## src/design/sqra_pkg.sv

```systemverilog
// Shared constants for the stack, queue and return-adjust block.
package sqra_pkg;

	localparam int OP_W     = 3;
	localparam int VALUE_W  = 16;
	localparam int DIST_W   = 16;
	localparam int QLEN_W   = 5;
	localparam int STATUS_W = 2;
	localparam int FLAG_W   = 2;
	localparam int TDATA_W  = 40;

	localparam logic [OP_W-1:0] OP_PUSH    = 3'd0;
	localparam logic [OP_W-1:0] OP_POP     = 3'd1;
	localparam logic [OP_W-1:0] OP_ENQUEUE = 3'd2;
	localparam logic [OP_W-1:0] OP_DEQUEUE = 3'd3;
	localparam logic [OP_W-1:0] OP_ADJUST  = 3'd4;

	localparam logic [STATUS_W-1:0] ST_OK    = 2'd0;
	localparam logic [STATUS_W-1:0] ST_EMPTY = 2'd1;
	localparam logic [STATUS_W-1:0] ST_FULL  = 2'd2;

endpackage

```

## src/design/sqra_ram.sv

```systemverilog
// Generic single-write, single-read synchronous RAM with registered read data.
module sqra_ram #(
	parameter int WIDTH = 16,
	parameter int DEPTH = 16
) (
	input  logic                     clk,
	input  logic                     we,
	input  logic [$clog2(DEPTH)-1:0] waddr,
	input  logic [WIDTH-1:0]         wdata,
	input  logic                     re,
	input  logic [$clog2(DEPTH)-1:0] raddr,
	output logic [WIDTH-1:0]         rdata
);

	logic [WIDTH-1:0] mem_q [DEPTH];
	logic [WIDTH-1:0] rdata_q;

	always_ff @(posedge clk) begin
		if (we) begin
			mem_q[waddr] <= wdata;
		end
		if (re) begin
			rdata_q <= mem_q[raddr];
		end
	end

	assign rdata = rdata_q;

endmodule

```

## src/design/stack_queue_return_adjust.sv

```systemverilog
// Top level: value stack, non-wrapping log queue and return stack in synchronous RAMs.
//
//  channel  dir  handshake                      payload
//  s_axis   in   s_axis_tvalid / s_axis_tready  tuser: operation; tdata: push and log fields
//  m_axis   out  m_axis_tvalid / m_axis_tready  tuser: status; tdata: popped, entry, length
//
//  An item has two steps: the accept cycle updates counters and issues the RAM reads
//  and push/enqueue writes, the exec state takes the registered read data, performs the
//  adjust flag write and loads the output register.
//  Reset clears all counters and handshake state; RAM contents are undefined until written.
//  A stalled output holds the block in its exec state; a new word is taken once the
//  result has moved into the output register.
module stack_queue_return_adjust #(
	parameter int STORE_DEPTH = 16,
	parameter int DATA_WIDTH  = 16
) (
	input  logic                           clk,
	input  logic                           arst_n,
	input  logic                           s_axis_tvalid,
	output logic                           s_axis_tready,
	// stack_value[15:0], record_return[16], dist_in[32:17], serviced_in[33], full_in[34]
	input  logic [sqra_pkg::TDATA_W-1:0]   s_axis_tdata,
	// operation[2:0]
	input  logic [sqra_pkg::OP_W-1:0]      s_axis_tuser,
	output logic                           m_axis_tvalid,
	input  logic                           m_axis_tready,
	// popped_value[15:0], dist_out[31:16], serviced_out[32], full_out[33], queue_length[38:34]
	output logic [sqra_pkg::TDATA_W-1:0]   m_axis_tdata,
	// status[1:0]
	output logic [sqra_pkg::STATUS_W-1:0]  m_axis_tuser
);

	localparam int AW = $clog2(STORE_DEPTH);
	localparam int CW = $clog2(STORE_DEPTH + 1);

	typedef enum logic [1:0] {
		S_IDLE = 2'b01,
		S_EXEC = 2'b10
	} state_t;

	state_t state_q;

	logic [CW-1:0] stack_count_q;
	logic [CW-1:0] return_count_q;
	logic [CW-1:0] queue_tail_q;
	logic [CW-1:0] queue_head_q;

	logic [sqra_pkg::OP_W-1:0]     op_q;
	logic                          srv_q;
	logic                          ful_q;
	logic [sqra_pkg::STATUS_W-1:0] status_q;
	logic [sqra_pkg::QLEN_W-1:0]   qlen_q;

	logic [sqra_pkg::VALUE_W-1:0]  popped_q;
	logic [sqra_pkg::DIST_W-1:0]   dist_out_q;
	logic                          srv_out_q;
	logic                          ful_out_q;
	logic [sqra_pkg::QLEN_W-1:0]   qlen_out_q;
	logic [sqra_pkg::STATUS_W-1:0] status_out_q;
	logic                          m_valid_q;

	logic [sqra_pkg::OP_W-1:0]    op_in;
	logic [sqra_pkg::VALUE_W-1:0] value_in;
	logic                         rec_in;
	logic [sqra_pkg::DIST_W-1:0]  dist_in;
	logic                         srv_in;
	logic                         ful_in;

	logic accept;
	logic out_free;
	logic stk_room, ret_room, q_room, stk_any, ret_any, deq_ok;
	logic [CW-1:0] stk_top, ret_top;
	logic [CW-1:0] stack_count_d, return_count_d, queue_tail_d, queue_head_d;
	logic [sqra_pkg::STATUS_W-1:0] status_d;

	logic                      vs_we, rs_we, dist_we, flag_we, enq_flag_we, adj_we;
	logic                      vs_re, rs_re, q_re;
	logic [AW-1:0]             flag_waddr;
	logic [sqra_pkg::FLAG_W-1:0] flag_wdata;
	logic [DATA_WIDTH-1:0]     vs_rdata;
	logic [CW-1:0]             rs_rdata;
	logic [sqra_pkg::DIST_W-1:0] dist_rdata;
	logic [sqra_pkg::FLAG_W-1:0] flag_rdata;
	logic                      ok_q;

	assign op_in    = s_axis_tuser;
	assign value_in = s_axis_tdata[15:0];
	assign rec_in   = s_axis_tdata[16];
	assign dist_in  = s_axis_tdata[32:17];
	assign srv_in   = s_axis_tdata[33];
	assign ful_in   = s_axis_tdata[34];

	assign s_axis_tready = (state_q == S_IDLE);
	assign accept        = s_axis_tvalid && s_axis_tready;
	assign out_free      = !m_valid_q || m_axis_tready;
	assign ok_q          = (status_q == sqra_pkg::ST_OK);

	assign stk_room = stack_count_q  < CW'(STORE_DEPTH);
	assign ret_room = return_count_q < CW'(STORE_DEPTH);
	assign q_room   = queue_tail_q   < CW'(STORE_DEPTH);
	assign stk_any  = stack_count_q  != '0;
	assign ret_any  = return_count_q != '0;
	assign deq_ok   = queue_head_q   < queue_tail_q;
	assign stk_top  = stack_count_q  - CW'(1);
	assign ret_top  = return_count_q - CW'(1);

	always_comb begin
		status_d       = sqra_pkg::ST_OK;
		stack_count_d  = stack_count_q;
		return_count_d = return_count_q;
		queue_tail_d   = queue_tail_q;
		queue_head_d   = queue_head_q;
		case (op_in)
			sqra_pkg::OP_PUSH: begin
				if (stk_room) begin
					stack_count_d = stack_count_q + CW'(1);
				end else begin
					status_d = sqra_pkg::ST_FULL;
				end
				if (rec_in) begin
					if (ret_room) begin
						return_count_d = return_count_q + CW'(1);
					end else begin
						status_d = sqra_pkg::ST_FULL;
					end
				end
			end
			sqra_pkg::OP_POP: begin
				if (stk_any) begin
					stack_count_d = stk_top;
				end else begin
					status_d = sqra_pkg::ST_EMPTY;
				end
			end
			sqra_pkg::OP_ENQUEUE: begin
				if (q_room) begin
					queue_tail_d = queue_tail_q + CW'(1);
				end else begin
					status_d = sqra_pkg::ST_FULL;
				end
			end
			sqra_pkg::OP_DEQUEUE: begin
				if (deq_ok) begin
					queue_head_d = queue_head_q + CW'(1);
				end else begin
					status_d = sqra_pkg::ST_EMPTY;
				end
			end
			sqra_pkg::OP_ADJUST: begin
				if (ret_any) begin
					return_count_d = ret_top;
				end else begin
					status_d = sqra_pkg::ST_EMPTY;
				end
			end
			default: begin
				status_d = sqra_pkg::ST_OK;
			end
		endcase
	end

	assign vs_we       = accept && (op_in == sqra_pkg::OP_PUSH) && stk_room;
	assign rs_we       = accept && (op_in == sqra_pkg::OP_PUSH) && rec_in && ret_room;
	assign dist_we     = accept && (op_in == sqra_pkg::OP_ENQUEUE) && q_room;
	assign enq_flag_we = dist_we;
	assign adj_we      = (state_q == S_EXEC) && out_free && (op_q == sqra_pkg::OP_ADJUST)
	                     && ok_q && (rs_rdata < CW'(STORE_DEPTH));
	assign flag_we     = enq_flag_we || adj_we;
	assign flag_waddr  = adj_we ? rs_rdata[AW-1:0] : queue_tail_q[AW-1:0];
	assign flag_wdata  = adj_we ? {srv_q, ful_q} : {srv_in, ful_in};

	assign vs_re = accept && (op_in == sqra_pkg::OP_POP);
	assign q_re  = accept && (op_in == sqra_pkg::OP_DEQUEUE);
	assign rs_re = accept && (op_in == sqra_pkg::OP_ADJUST);

	sqra_ram #(.WIDTH(DATA_WIDTH), .DEPTH(STORE_DEPTH)) u_value_ram (
		.clk   (clk),
		.we    (vs_we),
		.waddr (stack_count_q[AW-1:0]),
		.wdata (DATA_WIDTH'(value_in)),
		.re    (vs_re),
		.raddr (stk_top[AW-1:0]),
		.rdata (vs_rdata)
	);

	sqra_ram #(.WIDTH(CW), .DEPTH(STORE_DEPTH)) u_return_ram (
		.clk   (clk),
		.we    (rs_we),
		.waddr (return_count_q[AW-1:0]),
		.wdata (queue_tail_q),
		.re    (rs_re),
		.raddr (ret_top[AW-1:0]),
		.rdata (rs_rdata)
	);

	sqra_ram #(.WIDTH(sqra_pkg::DIST_W), .DEPTH(STORE_DEPTH)) u_dist_ram (
		.clk   (clk),
		.we    (dist_we),
		.waddr (queue_tail_q[AW-1:0]),
		.wdata (dist_in),
		.re    (q_re),
		.raddr (queue_head_q[AW-1:0]),
		.rdata (dist_rdata)
	);

	sqra_ram #(.WIDTH(sqra_pkg::FLAG_W), .DEPTH(STORE_DEPTH)) u_flag_ram (
		.clk   (clk),
		.we    (flag_we),
		.waddr (flag_waddr),
		.wdata (flag_wdata),
		.re    (q_re),
		.raddr (queue_head_q[AW-1:0]),
		.rdata (flag_rdata)
	);

	always_ff @(posedge clk or negedge arst_n) begin
		if (!arst_n) begin
			state_q        <= S_IDLE;
			stack_count_q  <= '0;
			return_count_q <= '0;
			queue_tail_q   <= '0;
			queue_head_q   <= '0;
			m_valid_q      <= 1'b0;
		end else begin
			unique case (state_q)
				S_IDLE: begin
					if (accept) begin
						stack_count_q  <= stack_count_d;
						return_count_q <= return_count_d;
						queue_tail_q   <= queue_tail_d;
						queue_head_q   <= queue_head_d;
						state_q        <= S_EXEC;
					end
					if (m_axis_tready) begin
						m_valid_q <= 1'b0;
					end
				end
				S_EXEC: begin
					if (out_free) begin
						m_valid_q <= 1'b1;
						state_q   <= S_IDLE;
					end
				end
				default: begin
					state_q <= S_IDLE;
				end
			endcase
		end
	end

	always_ff @(posedge clk) begin
		if (accept) begin
			op_q     <= op_in;
			srv_q    <= srv_in;
			ful_q    <= ful_in;
			status_q <= status_d;
			qlen_q   <= sqra_pkg::QLEN_W'(queue_tail_d);
		end
		if ((state_q == S_EXEC) && out_free) begin
			popped_q     <= (op_q == sqra_pkg::OP_POP && ok_q) ?
			                sqra_pkg::VALUE_W'(vs_rdata) : '0;
			dist_out_q   <= (op_q == sqra_pkg::OP_DEQUEUE && ok_q) ? dist_rdata : '0;
			srv_out_q    <= (op_q == sqra_pkg::OP_DEQUEUE && ok_q) && flag_rdata[1];
			ful_out_q    <= (op_q == sqra_pkg::OP_DEQUEUE && ok_q) && flag_rdata[0];
			qlen_out_q   <= qlen_q;
			status_out_q <= status_q;
		end
	end

	assign m_axis_tvalid = m_valid_q;
	assign m_axis_tdata  = {1'b0, qlen_out_q, ful_out_q, srv_out_q, dist_out_q, popped_q};
	assign m_axis_tuser  = status_out_q;

`ifndef SYNTHESIS
	a_counts_bounded: assert property (@(posedge clk) disable iff (!arst_n)
		(stack_count_q <= CW'(STORE_DEPTH)) && (return_count_q <= CW'(STORE_DEPTH))
		&& (queue_tail_q <= CW'(STORE_DEPTH)) && (queue_head_q <= queue_tail_q))
		else $error("store counter out of range");

	a_tail_steps: assert property (@(posedge clk) disable iff (!arst_n)
		1'b1 |=> (queue_tail_q == $past(queue_tail_q))
		|| (queue_tail_q == $past(queue_tail_q) + CW'(1)))
		else $error("queue tail moved by more than one");

	a_empty_zero: assert property (@(posedge clk) disable iff (!arst_n)
		m_valid_q && (status_out_q == sqra_pkg::ST_EMPTY)
		|-> (popped_q == '0) && (dist_out_q == '0) && !srv_out_q && !ful_out_q)
		else $error("empty result carries data");

	a_single_write: assert property (@(posedge clk) disable iff (!arst_n)
		!(enq_flag_we && adj_we))
		else $error("enqueue and adjust write flags together");

	a_result_held: assert property (@(posedge clk) disable iff (!arst_n)
		(state_q == S_EXEC) && !out_free |=> (state_q == S_EXEC) && m_valid_q)
		else $error("result lost while output stalled");
`endif

endmodule
```

## config.mk

```make
export PLATFORM = sky130hd
export DESIGN_NAME = stack_queue_return_adjust
export DESIGN_NICKNAME = d
export VERILOG_FILES = /design/src/design/sqra_pkg.sv /design/src/design/sqra_ram.sv /design/src/design/stack_queue_return_adjust.sv
export SDC_FILE = /design/constraint.sdc
export NUM_CORES = 1
export LEC_CHECK = 0
export ABC_AREA = 1
export BUFFER_PORTS_ARGS = -buffer_cell sky130_fd_sc_hd__buf_2
export CORE_MARGIN = 1.5
export CORE_UTILIZATION = 50
export DETAILED_ROUTE_END_ITERATION = 7
export PLACE_DENSITY = 0.77
export SYNTH_ARGS = -nofsm -noshare
export SYNTH_HDL_FRONTEND = slang
export SYNTH_SLANG_ARGS = --single-unit
export TNS_END_PERCENT = 20
```

## constraint.sdc

```tcl
create_clock -name clk -period 3.7 [get_ports clk]
set_clock_uncertainty 0.15 [all_clocks]
set_input_delay 0.37 -clock clk [delete_from_list [all_inputs] [get_ports clk]]
set_output_delay 0.37 -clock clk [all_outputs]
set_load 0.01 [all_outputs]
```

==> results.py <==
metrics = {
    "power": {
        "cellLeakagePower_uw": 0.0114,
        "powerDensity_nw_per_um2": 721,
        "vdd_drop_max_uv": 695,
    },
    "timing": {
        "worst_slew_pin_slew_ns": 1.11,
        "fin_crit_sh_pct": 74.1,
        "final.setup.worst_slack_ns": 0.959,
        "fin_setup_tns_ns": 0,
        "maxSlewHeadroom_pct": 26.3,
        "hold_viol_final": 0,
        "setup_violations": 0,
        "rsz0062_at_grt": "no",
        "finalCriticalPeriod_ns": 2.74,
        "whs_ns": 0.105,
        "fmax_mhz": 365,
        "slew_viol_final": 0,
    },
    "yosys": {
        "synth_ff_type": "edfxtp_1",
        "yosysTopAreaCell": "edfxtp_1",
        "syn_nets": 2414,
        "post-synth-top-area-fraction_pct": 71.9,
        "ys_async_sr_fraction_pct": 3.11,
        "ys_top_cells_by_area": "edfxtp_1 (72%), nor2_1 (6.9%), o21ai_0 (5.4%)",
        "synth_edf_count": 716,
        "netlist_instances": 2348,
        "ys_warn_count": 0,
        "synth-seq-cells": 739,
        "avgSynthCellArea_sq_um": 12.7,
        "yosysSeqAreaShare_pct": 73.8,
        "yosysUniqueCellTypes": 45,
        "synth_area_sq_um": 29900,
    },
    "cells_and_area": {
        "regArea_sq_um": 22100,
        "final_common_cell": "edfxtp_1",
        "fillers": 4430,
        "finalNetCount": 2544,
        "multi_input_comb_area_sq_um": 6820,
        "syn2layout_area_growth_pct": 13.4,
        "drive_above_1_share_pct": 12.3,
        "mostFrequentLayoutCells": "edfxtp_1 (716), nor2_1 (530), o21ai_0 (320)",
    },
    "grt": {
        "grt.overflow.total": 0,
        "grt_pass1_wl_microns": 101000,
        "grt_usage_pct": 21.4,
        "grt_max_degree": 148,
        "antenna_found_initial": 4,
        "grt_pass1_vias": 18300,
    },
    "place": {
        "io_buffers": 84,
        "pre_cts_slack_ns": 0.985,
        "hpwl_microns": 37900,
        "finalWeightedCongestion": 0.843,
    },
    "clock_network": {
        "clock_latency_ns": 0.62,
        "clk_pin_slew_ns": 0.06,
        "cts_buffers": 74,
        "cts_resized": 0,
        "htreeDepth": 3,
        "clk_path_buf_depth": 3,
        "clock-sinks": 739,
        "cts_root_buf": "clkbuf_16",
        "cts_tree": "built",
    },
    "critical_path": {
        "cp-start-kind": "register",
        "critical_path_class": "register to register",
        "required_ns": 3.84,
        "end_kind": "register",
        "arrival_ns": 2.88,
        "worstPathMaxFanout": 19,
    },
    "die": {
        "ioPinCount": 91,
        "num_rows": 89,
        "coreArea_sq_um": 59100,
        "dieWidth_microns": 248,
        "start_util_pct": 50.6,
        "die_h_microns": 248,
        "dieArea_sq_um": 61300,
    },
    "drt": {
        "first_iter_violations": 2098,
        "first_pass_iters": 8,
        "route.detailed.drc": 10,
        "ant_nets": 0,
        "totalWireLength_microns": 65900,
        "vias_per_cell": 5.75,
        "wl_per_cell_microns": 19.9,
        "routed-via-count": 19000,
    },
    "job": {
        "cap_violations": 0,
    },
    "min_path": {
        "worst_hold_path_type": "input port to register",
    },
    "run_status": {
        "status": "finished, violations left",
        "violations": "DRC",
    },
}
-- per-layer routing --
metal | track usage, % | share of wire (%) | up-vias
met1 | 27.5 | 39 | 9340
li1 | - | - | 8677
met4 | 8.40 | 2.7 | 2
met5 | 0 | 0.018 | -
met3 | 3.83 | 8.2 | 126
met2 | 36.2 | 50 | 861
-- layout make-up --
cell class              count  share of cell area, %
flip-flops and latches    739                   65.1
multi-input cells        1379                   20.1
clock buffers              93                   5.70
repair buffers            183                   3.91
well taps                 773                   2.85
clock inverters            37                   1.21
inverters                 101                   1.15
diodes                      3                 0.0221
-- sequential cells by signal, summed over array words and instances (netlist names), 16 cells and up --
| register | count |
|---|---|
| u_dist_ram.mem_q | 256 |
| popped_q | 16 |
| u_return_ram.mem_q | 80 |
| u_flag_ram.mem_q | 32 |
| dist_out_q | 16 |
| u_value_ram.mem_q | 256 |
| u_value_ram.rdata | 16 |
| u_dist_ram.rdata | 16 |
-- where the power goes --
part           internal (uW)  switching (uW)  total (uW)
Clock                   4160            3060        7220
Combinational           2400            5150        7550
Sequential              9550             149        9690
-- cells by family after synthesis --
family | after synthesis | share of synthesized area (%)
AOI/OAI and AO/OA | 500 | 9.56
xor gates and xnor gates | 22 | 0.795
adders and majority gates | 19 | 0.795
buffers and inverters | 230 | 3.61
DFF | 739 | 73.8
other | 1 | 0.0125
and+or+nand+nor | 837 | 11.4
-- synth_stat cells, types with 2 or more instances --
cell type / number
dfrtp_1: 22
nand2_1: 170
o211ai_1: 121
nor2_4: 5
edfxtp_1: 716
inv_2: 10
buf_1: 4
nand3b_1: 2
buf_4: 18
nand4_1: 3
inv_1: 86
o22ai_1: 37
inv_4: 2
clkbuf_1: 44
xnor2_1: 3
clkinv_1: 2
nand3_1: 80
nand3_4: 2
nand2_4: 3
xor2_1: 16
ha_1: 19
nor3_1: 3
nor2_2: 7
o21ai_1: 10
buf_6: 8
o21ai_0: 320
nand3_2: 4
nor2_1: 546
nand2_2: 10
buf_2: 44
a21oi_1: 8
clkbuf_2: 10
-- critical path, cell delays in order, from the launching register on --
cell	delay, ns
dfstp_2	0.54
inv_1	0.07
nor2_4	0.12
nand2_4	0.12
inv_4	0.22
nand3_4	0.13
nor2_2	0.21
nand2_1	0.19
nor2_2	0.32
buf_4	0.32
-- worst paths after layout --
path,start,to,slack [ns],cells after the start
min,s_axis_tdata[16],status_q[1],0.11,3
min reg2reg,qlen_q[4],qlen_out_q[4],0.35,0
max in group asynchronous,arst_n,stack_count_q[0],2.71,2
min in group asynchronous,arst_n,queue_tail_q[2],0.25,2
max reg2reg,state_q[0],u_value_ram.mem_q[8][1],0.96,9
max,state_q[0],u_value_ram.mem_q[8][1],0.96,9
-- stage by stage --
step | instance area [sq um] | utilization (%) | instances | power, uW
floorplan | 29900 | - | 2348 | 15500
global placement | 31200 | 52.7 | 3135 | 16900
detailed placement | 31200 | 52.7 | 3135 | 17300
CTS | 33900 | 57.4 | 3305 | 24500
global route | 33900 | 57.4 | 3307 | 25700
finish | 33900 | 57.4 | 3308 | 24500
-- repair_timing --
action,in CTS,in global routing
hold buffers,40,0
buffers inserted,0,0
endpoints found under the hold margin,543,0
No activity file was read; power rests on OpenSTA's default activity.
